===== src/hw/rtl/rems_pkg.sv =====
`default_nettype none
package rems_pkg;

    localparam int MAX_COLUMNS = 8192;
    localparam int SAMPLE_ROWS = 9;

    localparam int COL_W   = $clog2(MAX_COLUMNS);
    localparam int WID_W   = COL_W + 1;
    localparam int ROW_W   = $clog2(SAMPLE_ROWS + 1);
    localparam int ADDR_W  = $clog2(SAMPLE_ROWS);
    localparam int ENTRY_W = 2 * COL_W;

    localparam logic [ROW_W-1:0] LAST_ROW    = ROW_W'(SAMPLE_ROWS - 1);
    localparam logic [ADDR_W-1:0] LAST_IDX   = ADDR_W'(SAMPLE_ROWS - 1);
    localparam logic [ROW_W-1:0] MEDIAN_RANK = ROW_W'(SAMPLE_ROWS / 2);

    localparam logic [WID_W-1:0] WIDTH_MIN   = WID_W'(2);
    localparam logic [WID_W-1:0] WIDTH_MAX   = WID_W'(MAX_COLUMNS);
    localparam logic [WID_W-1:0] WIDTH_RESET = WID_W'(8192);
    localparam logic [7:0]       THRESH_RESET = 8'd220;

    // register index, taken from paddr[2]
    localparam logic REG_THRESH = 1'b0;
    localparam logic REG_WIDTH  = 1'b1;

    typedef enum logic [2:0] {
        ST_SCAN,
        ST_RD_I,
        ST_LD_I,
        ST_RD_J,
        ST_CMP_J,
        ST_OUT
    } rems_state_t;

endpackage
`default_nettype wire


===== src/hw/rtl/rems_ram.sv =====
`default_nettype none
module rems_ram #(
    parameter int WIDTH = 26,
    parameter int DEPTH = 9
) (
    input  wire logic                     aclk,
    input  wire logic                     wr_en,
    input  wire logic [$clog2(DEPTH)-1:0] wr_addr,
    input  wire logic [WIDTH-1:0]         wr_data,
    input  wire logic [$clog2(DEPTH)-1:0] rd_addr,
    output logic      [WIDTH-1:0]         rd_data
);

    logic [WIDTH-1:0] mem [DEPTH];
    logic [WIDTH-1:0] rd_data_reg;

    always_ff @(posedge aclk) begin
        if (wr_en) begin
            mem[wr_addr] <= wr_data;
        end
        rd_data_reg <= mem[rd_addr];
    end

    assign rd_data = rd_data_reg;

endmodule
`default_nettype wire


===== src/hw/rtl/row_edge_scan_median.sv =====
// row_edge_scan_median: paper-edge finder over nine sampled image rows.
//
// Input channel (s_valid/s_ready/s_pixel): one beat per pixel, rows sent
// back to back, left to right. The block counts columns against the
// row_width register (saturated to 2..8192) and takes a pixel every cycle
// while it scans.
// After the last pixel of the ninth row the block ranks the stored rows by
// width (right edge minus left edge, widest first, ties to the earlier row)
// with one shared subtract/compare unit: for each candidate row it reads and
// loads that row, then reads and compares every stored row in turn, as each
// edge store read is registered. The ST_OUT step then loads the output register.
// s_ready is low throughout, longer if an earlier result waits on m_ready.
// Output channel (m_valid/m_ready/m_left_edge/m_right_edge): one beat per
// nine rows, held in a register until taken; scanning of the next rows
// goes on while it waits.
// APB port: register 0 at 0x0 is dark_threshold, register 1 at 0x4 is
// row_width. Write them only while idle.
// Reset (aresetn low, synchronous) clears the column and row counters and
// the output valid, and restores threshold 220 and width 8192.
`default_nettype none
module row_edge_scan_median
    import rems_pkg::*;
(
    input  wire logic        aclk,
    input  wire logic        aresetn,

    input  wire logic        s_valid,
    output logic             s_ready,
    input  wire logic [7:0]  s_pixel,

    output logic             m_valid,
    input  wire logic        m_ready,
    output logic [12:0]      m_left_edge,
    output logic [12:0]      m_right_edge,

    input  wire logic        psel,
    input  wire logic        penable,
    input  wire logic        pwrite,
    input  wire logic [2:0]  paddr,
    input  wire logic [31:0] pwdata,
    output logic [31:0]      prdata,
    output logic             pready
);

    rems_state_t state_reg, state_next;

    logic [7:0]       thresh_reg;
    logic [WID_W-1:0] width_reg;

    logic [COL_W-1:0] col_reg;
    logic [COL_W-1:0] left_reg;
    logic [COL_W-1:0] right_reg;
    logic             found_reg;
    logic [ROW_W-1:0] row_cnt_reg;

    logic [ADDR_W-1:0] i_reg;
    logic [ADDR_W-1:0] j_reg;
    logic [ROW_W-1:0]  rank_reg;
    logic signed [WID_W-1:0] wi_reg;
    logic [COL_W-1:0]  li_reg;
    logic [COL_W-1:0]  ri_reg;
    logic [COL_W-1:0]  pick_l_reg;
    logic [COL_W-1:0]  pick_r_reg;

    logic             m_valid_reg;
    logic [COL_W-1:0] m_left_reg;
    logic [COL_W-1:0] m_right_reg;

    // APB
    logic cfg_wr;
    assign pready = 1'b1;
    assign cfg_wr = psel & penable & pwrite;

    always_ff @(posedge aclk) begin
        if (!aresetn) begin
            thresh_reg <= THRESH_RESET;
            width_reg  <= WIDTH_RESET;
        end else if (cfg_wr) begin
            case (paddr[2])
                REG_THRESH: thresh_reg <= pwdata[7:0];
                REG_WIDTH:  width_reg  <= pwdata[WID_W-1:0];
                default:    ;
            endcase
        end
    end

    always_comb begin
        case (paddr[2])
            REG_THRESH: prdata = {24'd0, thresh_reg};
            REG_WIDTH:  prdata = {{(32 - WID_W){1'b0}}, width_reg};
            default:    prdata = 32'd0;
        endcase
    end

    // pixel scan datapath
    logic [WID_W-1:0] w_use;
    logic [COL_W-1:0] half;
    logic             dark;
    logic             row_last;
    logic             px_take;
    logic [COL_W-1:0] left_next;
    logic [COL_W-1:0] right_next;
    logic             found_next;

    always_comb begin
        if (width_reg < WIDTH_MIN) begin
            w_use = WIDTH_MIN;
        end else if (width_reg > WIDTH_MAX) begin
            w_use = WIDTH_MAX;
        end else begin
            w_use = width_reg;
        end
    end

    assign half     = w_use[WID_W-1:1];
    assign dark     = s_pixel < thresh_reg;
    assign row_last = ({1'b0, col_reg} + WID_W'(1)) >= w_use;
    assign px_take  = s_valid & s_ready;

    always_comb begin
        left_next  = left_reg;
        found_next = found_reg;
        right_next = right_reg;
        if (dark && (col_reg < half) && !found_reg) begin
            left_next  = col_reg;
            found_next = 1'b1;
        end
        if (dark && (col_reg > half)) begin
            right_next = col_reg;
        end
    end

    // edge store
    logic              ram_we;
    logic [ADDR_W-1:0] ram_raddr;
    logic [ENTRY_W-1:0] ram_rdata;

    assign ram_we = px_take & row_last;

    rems_ram #(
        .WIDTH (ENTRY_W),
        .DEPTH (SAMPLE_ROWS)
    ) u_store (
        .aclk    (aclk),
        .wr_en   (ram_we),
        .wr_addr (row_cnt_reg[ADDR_W-1:0]),
        .wr_data ({left_next, right_next}),
        .rd_addr (ram_raddr),
        .rd_data (ram_rdata)
    );

    // shared width compare unit
    logic [COL_W-1:0]        lj;
    logic [COL_W-1:0]        rj;
    logic signed [WID_W-1:0] wj;
    logic                    beats;
    logic [ROW_W-1:0]        rank_next;

    assign lj        = ram_rdata[ENTRY_W-1:COL_W];
    assign rj        = ram_rdata[COL_W-1:0];
    assign wj        = $signed({1'b0, rj}) - $signed({1'b0, lj});
    assign beats     = (wj > wi_reg) || ((wj == wi_reg) && (j_reg < i_reg));
    assign rank_next = rank_reg + ROW_W'(beats);

    // control
    logic load_out;
    logic sel_done;

    assign sel_done = (state_reg == ST_CMP_J) && (j_reg == LAST_IDX) && (i_reg == LAST_IDX);

    always_comb begin
        state_next = state_reg;
        case (state_reg)
            ST_SCAN: begin
                if (px_take && row_last && (row_cnt_reg == LAST_ROW)) begin
                    state_next = ST_RD_I;
                end
            end
            ST_RD_I:  state_next = ST_LD_I;
            ST_LD_I:  state_next = ST_RD_J;
            ST_RD_J:  state_next = ST_CMP_J;
            ST_CMP_J: begin
                if (j_reg != LAST_IDX) begin
                    state_next = ST_RD_J;
                end else if (i_reg != LAST_IDX) begin
                    state_next = ST_RD_I;
                end else begin
                    state_next = ST_OUT;
                end
            end
            ST_OUT: begin
                if (!m_valid_reg || m_ready) begin
                    state_next = ST_SCAN;
                end
            end
            default: state_next = ST_SCAN;
        endcase
    end

    always_comb begin
        s_ready   = 1'b0;
        ram_raddr = i_reg;
        load_out  = 1'b0;
        case (state_reg)
            ST_SCAN:  s_ready = 1'b1;
            ST_RD_I:  ram_raddr = i_reg;
            ST_RD_J:  ram_raddr = j_reg;
            ST_OUT:   load_out = !m_valid_reg || m_ready;
            default:  ;
        endcase
    end

    always_ff @(posedge aclk) begin
        if (!aresetn) begin
            state_reg <= ST_SCAN;
        end else begin
            state_reg <= state_next;
        end
    end

    // row scan registers
    always_ff @(posedge aclk) begin
        if (!aresetn) begin
            col_reg     <= '0;
            left_reg    <= '0;
            right_reg   <= '0;
            found_reg   <= 1'b0;
            row_cnt_reg <= '0;
        end else if (px_take) begin
            if (!row_last) begin
                col_reg   <= col_reg + COL_W'(1);
                left_reg  <= left_next;
                right_reg <= right_next;
                found_reg <= found_next;
            end else begin
                col_reg   <= '0;
                left_reg  <= '0;
                right_reg <= '0;
                found_reg <= 1'b0;
                if (row_cnt_reg == LAST_ROW) begin
                    row_cnt_reg <= '0;
                end else begin
                    row_cnt_reg <= row_cnt_reg + ROW_W'(1);
                end
            end
        end
    end

    // median selection sequencer
    always_ff @(posedge aclk) begin
        if (!aresetn) begin
            i_reg    <= '0;
            j_reg    <= '0;
            rank_reg <= '0;
        end else begin
            case (state_reg)
                ST_SCAN: i_reg <= '0;
                ST_LD_I: begin
                    j_reg    <= '0;
                    rank_reg <= '0;
                end
                ST_CMP_J: begin
                    rank_reg <= rank_next;
                    if (j_reg != LAST_IDX) begin
                        j_reg <= j_reg + ADDR_W'(1);
                    end else if (i_reg != LAST_IDX) begin
                        i_reg <= i_reg + ADDR_W'(1);
                    end
                end
                default: ;
            endcase
        end
    end

    always_ff @(posedge aclk) begin
        if (state_reg == ST_LD_I) begin
            li_reg <= lj;
            ri_reg <= rj;
            wi_reg <= wj;
        end
        // the row whose rank lands on the median is the pick
        if ((state_reg == ST_CMP_J) && (j_reg == LAST_IDX) && (rank_next == MEDIAN_RANK)) begin
            pick_l_reg <= li_reg;
            pick_r_reg <= ri_reg;
        end
    end

    // output register
    always_ff @(posedge aclk) begin
        if (!aresetn) begin
            m_valid_reg <= 1'b0;
        end else if (load_out) begin
            m_valid_reg <= 1'b1;
        end else if (m_ready) begin
            m_valid_reg <= 1'b0;
        end
    end

    always_ff @(posedge aclk) begin
        if (load_out) begin
            m_left_reg  <= pick_l_reg;
            m_right_reg <= pick_r_reg;
        end
    end

    assign m_valid      = m_valid_reg;
    assign m_left_edge  = m_left_reg;
    assign m_right_edge = m_right_reg;

    // checks
    a_out_from_sel: assert property (@(posedge aclk) disable iff (!aresetn)
        $rose(m_valid_reg) |-> $past(state_reg) == ST_OUT)
        else $error("result beat raised outside the output step");

    a_rows_cleared: assert property (@(posedge aclk) disable iff (!aresetn)
        (state_reg != ST_SCAN) |-> (row_cnt_reg == '0) && (col_reg == '0))
        else $error("row counters not cleared during selection");

    a_cmp_after_read: assert property (@(posedge aclk) disable iff (!aresetn)
        (state_reg == ST_CMP_J) |-> $past(state_reg) == ST_RD_J)
        else $error("compare without a store read");

    a_idx_range: assert property (@(posedge aclk) disable iff (!aresetn)
        (state_reg != ST_SCAN) |-> (i_reg <= LAST_IDX) && (j_reg <= LAST_IDX))
        else $error("selection index out of range");

    a_out_after_sel: assert property (@(posedge aclk) disable iff (!aresetn)
        sel_done |=> state_reg == ST_OUT)
        else $error("selection end did not reach output step");

endmodule
`default_nettype wire

===== config.mk =====
export PLATFORM = sky130hd
export DESIGN_NAME = row_edge_scan_median
export DESIGN_NICKNAME = d
export VERILOG_FILES = /design/src/hw/rtl/rems_pkg.sv /design/src/hw/rtl/rems_ram.sv /design/src/hw/rtl/row_edge_scan_median.sv
export SDC_FILE = /design/constraint.sdc
export NUM_CORES = 1
export LEC_CHECK = 0
export BUFFER_PORTS_ARGS = -buffer_cell sky130_fd_sc_hd__buf_2
export CAP_MARGIN = 10
export CORE_ASPECT_RATIO = 1.4
export CORE_UTILIZATION = 60
export CTS_BUF_LIST = sky130_fd_sc_hd__clkbuf_8 sky130_fd_sc_hd__clkbuf_16
export DETAILED_ROUTE_END_ITERATION = 8
export HOLD_SLACK_MARGIN = 0.06
export PLACE_DENSITY_LB_ADDON = 0.1
export RECOVER_POWER = 50
export SYNTH_ARGS = -nofsm -noshare
export SYNTH_HDL_FRONTEND = slang
export SYNTH_SLANG_ARGS = --single-unit

===== constraint.sdc =====
create_clock -name aclk -period 6.64 [get_ports aclk]
set_input_delay 1.328 -clock aclk [delete_from_list [all_inputs] [get_ports aclk]]
set_output_delay 1.328 -clock aclk [all_outputs]
set_load 0.03 [all_outputs]

==> flow_summary.toml <==
[timing]
tightest_slew_ps = 3250
hold_ws_ps = 417
post-route-period-util = 0.763
slew_viol_final = 146
max_freq_mhz = 197
rsz0062_at_grt = "false"
setup-tns-final_ps = 0
maxSlewHeadroom = -1.18
skew_ps = 16.0
setup_ws_ps = 1570
layout_min_cycle_time_ps = 5070
final_hold_viol_count = 0
finalSetupViolCount = 0

[global_routing]
overflow = 0
grt_pass1_vias = 10600
grtUsageTotal = 0.243
grt_pass1_wl_mm = 57.5
antenna_found_initial = 0
grt_max_degree = 54

[detailed_routing]
top_layer = "met4"
routed_wl_mm = 36.4
viasPerCell = 5.82
vias = 10600
drt_iter0_markers = 758
drtPass1Iterations = 5
met3_length_mm = 1.63
drc_errors = 0
final_antenna_net_count = 0
wl_met2_mm = 19.7
met1_length_mm = 14.2
wl_per_cell_um = 20.1

[clocking]
cts_buffers = 40
cts_hold_buf = 0
root_buffer = "clkbuf_16"
cts.sinks = 434
post_cts_buffers = 0
clock_path_buffers = 3
cts_resized = 0
cts_tree = "yes"
htreeDepth = 2
clkTransAtPathRegs_ps = 60
clkLatencyLatePin_ps = 540

[place]
place_hpwl_mm = 23.3
place_congestion = 0.826
post-place-ws_ps = 1560
portBuffers = 71

[finish]
diodes = 0
drive_above_1_share = 0.134
layout.nets = 1522
area_growth_syn_to_layout_pct = 10.2
largest_register_ffs = 234

[synth]
synth-seq-cells = 434
synthFlopType = "edfxtp_1"
synth_cells = 1325
synth_top_area_share = 0.534
yosysSeqAreaShare = 0.651
synthDistinctLibCells = 72
synthTopCellsByArea = "edfxtp_1, dfxtp_1, mux4_2, ha_1, nand2_1"
async_reset_ff_frac = 0
avgSynthCellArea_sq_um = 13.8
yosysWarnings = 0
synth-edff-count = 326
syn-cell-area_sq_um = 18300
synth_largest_area_cell = "edfxtp_1"

[floorplanning]
die_y_um = 209
dieArea_sq_um = 31300
io_pins = 111
core_sq_um = 30000
start_util = 0.611
row_count = 75
die_w_um = 150

[worst_setup_path]
arrival_ps = 5230
cp_num_buf_inv = 2
slowest_delay_ps = 740
critPathSlowestCell = "clkbuf_1"
critical_path_class = "flip-flop to flip-flop"
cp-start-kind = "flip-flop"
critPathRequiredTime_ps = 6800
critPathMostFrequentCell = "ha_1"
critPathCaptureType = "flip-flop"
critPathTopFamily = "simple AND/OR/NAND/NOR gates"
crit_chain = "ha_1 -> nand3_1 -> or2_0 -> or3_1 -> xnor2_1 -> ha_1 -> nand4_1 -> o211ai_1 -> a21o_1 -> clkbuf_1 -> nand2_1 -> nor4b_2 -> buf_4"
cp_max_fo = 26

[job]
drv_cap = 3

[power_and_ir_drop]
peakVddDrop_mv = 0.185
p_per_area_nw_per_um2 = 264
leakage_nw = 7.17
finalPower_mw = 5.33

[status]
violations = "max-capacitance violations, max-slew violations"
status = "complete, but fails checks"

[min_path]
hp-class = "flip-flop to flip-flop"
==> cell type report <==
class | count | area, sq um
tap | 385 | 482
timing repair buffer | 90 | 415
fill | 2192 | 9810
clock buffer | 50 | 1150
sequential | 434 | 12000
inverter | 60 | 225
multi-input combinational | 770 | 5830
clock inverter | 24 | 163
==> cell usage after synthesis (21+ instances only) <==
cell,number
edfxtp_1,326
nand2_1,184
dfxtp_1,108
ha_1,75
inv_1,58
a21oi_1,57
mux4_2,52
nor2_1,50
o21ai_0,36
clkbuf_1,30
a22oi_1,28
mux2_2,24
buf_4,21
nand3_1,21
==> report_power, final <==
part	internal (mW)	total, mW	switching (mW)
logic	0.0574	0.182	0.125
clock network	1.30	2.25	0.946
registers	2.90	2.90	0.00862
total	4.26	5.33	1.08
==> worst paths after layout <==
check,startpoint,slack [ps],end,depth (start not counted)
max,col_reg[1],1570,u_store.mem[0][2],13
min,pick_r_reg[2],420,m_right_edge[2],0
min reg2reg,pick_r_reg[2],420,m_right_edge[2],0
max reg2reg,col_reg[1],1570,u_store.mem[0][2],13
==> per-stage QoR <==
step                instances  utilization  instance area [sq um]
floorplan                1342            -                  18400
global placement         1739        0.634                  19000
detailed placement       1739        0.634                  19000
CTS                      1813        0.678                  20300
global route             1813        0.673                  20200
finish                   1813        0.673                  20200
==> metal layers <==
metal | track usage | vias to the layer above
met2 | 0.439 | 283
met3 | 0.0334 | 58
met5 | 0 | -
li1 | - | 5071
met4 | 0.0791 | 0
met1 | 0.297 | 5138
==> cell usage in the layout (no fill, tap or decap), types with 7 or more instances in the layout <==
| cell type | n |
|---|---|
| or3_1 | 8 |
| buf_4 | 10 |
| nor3_1 | 9 |
| clkbuf_1 | 48 |
| a22oi_1 | 28 |
| nand3_1 | 22 |
| or4_1 | 14 |
| conb_1 | 19 |
| dfxtp_1 | 108 |
| xor2_1 | 8 |
| a21oi_1 | 58 |
| ha_1 | 75 |
| a21o_1 | 9 |
| nor2b_1 | 9 |
| mux4_2 | 52 |
| nor2_1 | 50 |
| nand4_1 | 12 |
| edfxtp_1 | 326 |
| inv_1 | 68 |
| o31ai_1 | 17 |
| clkbuf_16 | 41 |
| o211ai_1 | 7 |
| clkbuf_8 | 9 |
| mux2_1 | 10 |
| mux2_2 | 14 |
| nand2b_1 | 9 |
| nand2_1 | 184 |
| o22ai_1 | 19 |
| buf_2 | 31 |
| xnor2_1 | 19 |
| o21ai_0 | 38 |
==> cells by family (layout without fill, tap and decap cells) <==
family,count (synthesis),count (layout),synth area share
xor+xnor,27,27,0.0129
buf+inv,138,224,0.0355
fa+ha+maj,76,76,0.0522
simple gates,358,358,0.0916
other cells,2,19,0.000409
flops,434,434,0.651
mux,81,81,0.0820
compound gates,209,209,0.0740
Note: power is estimated with default switching activity, not from simulation.
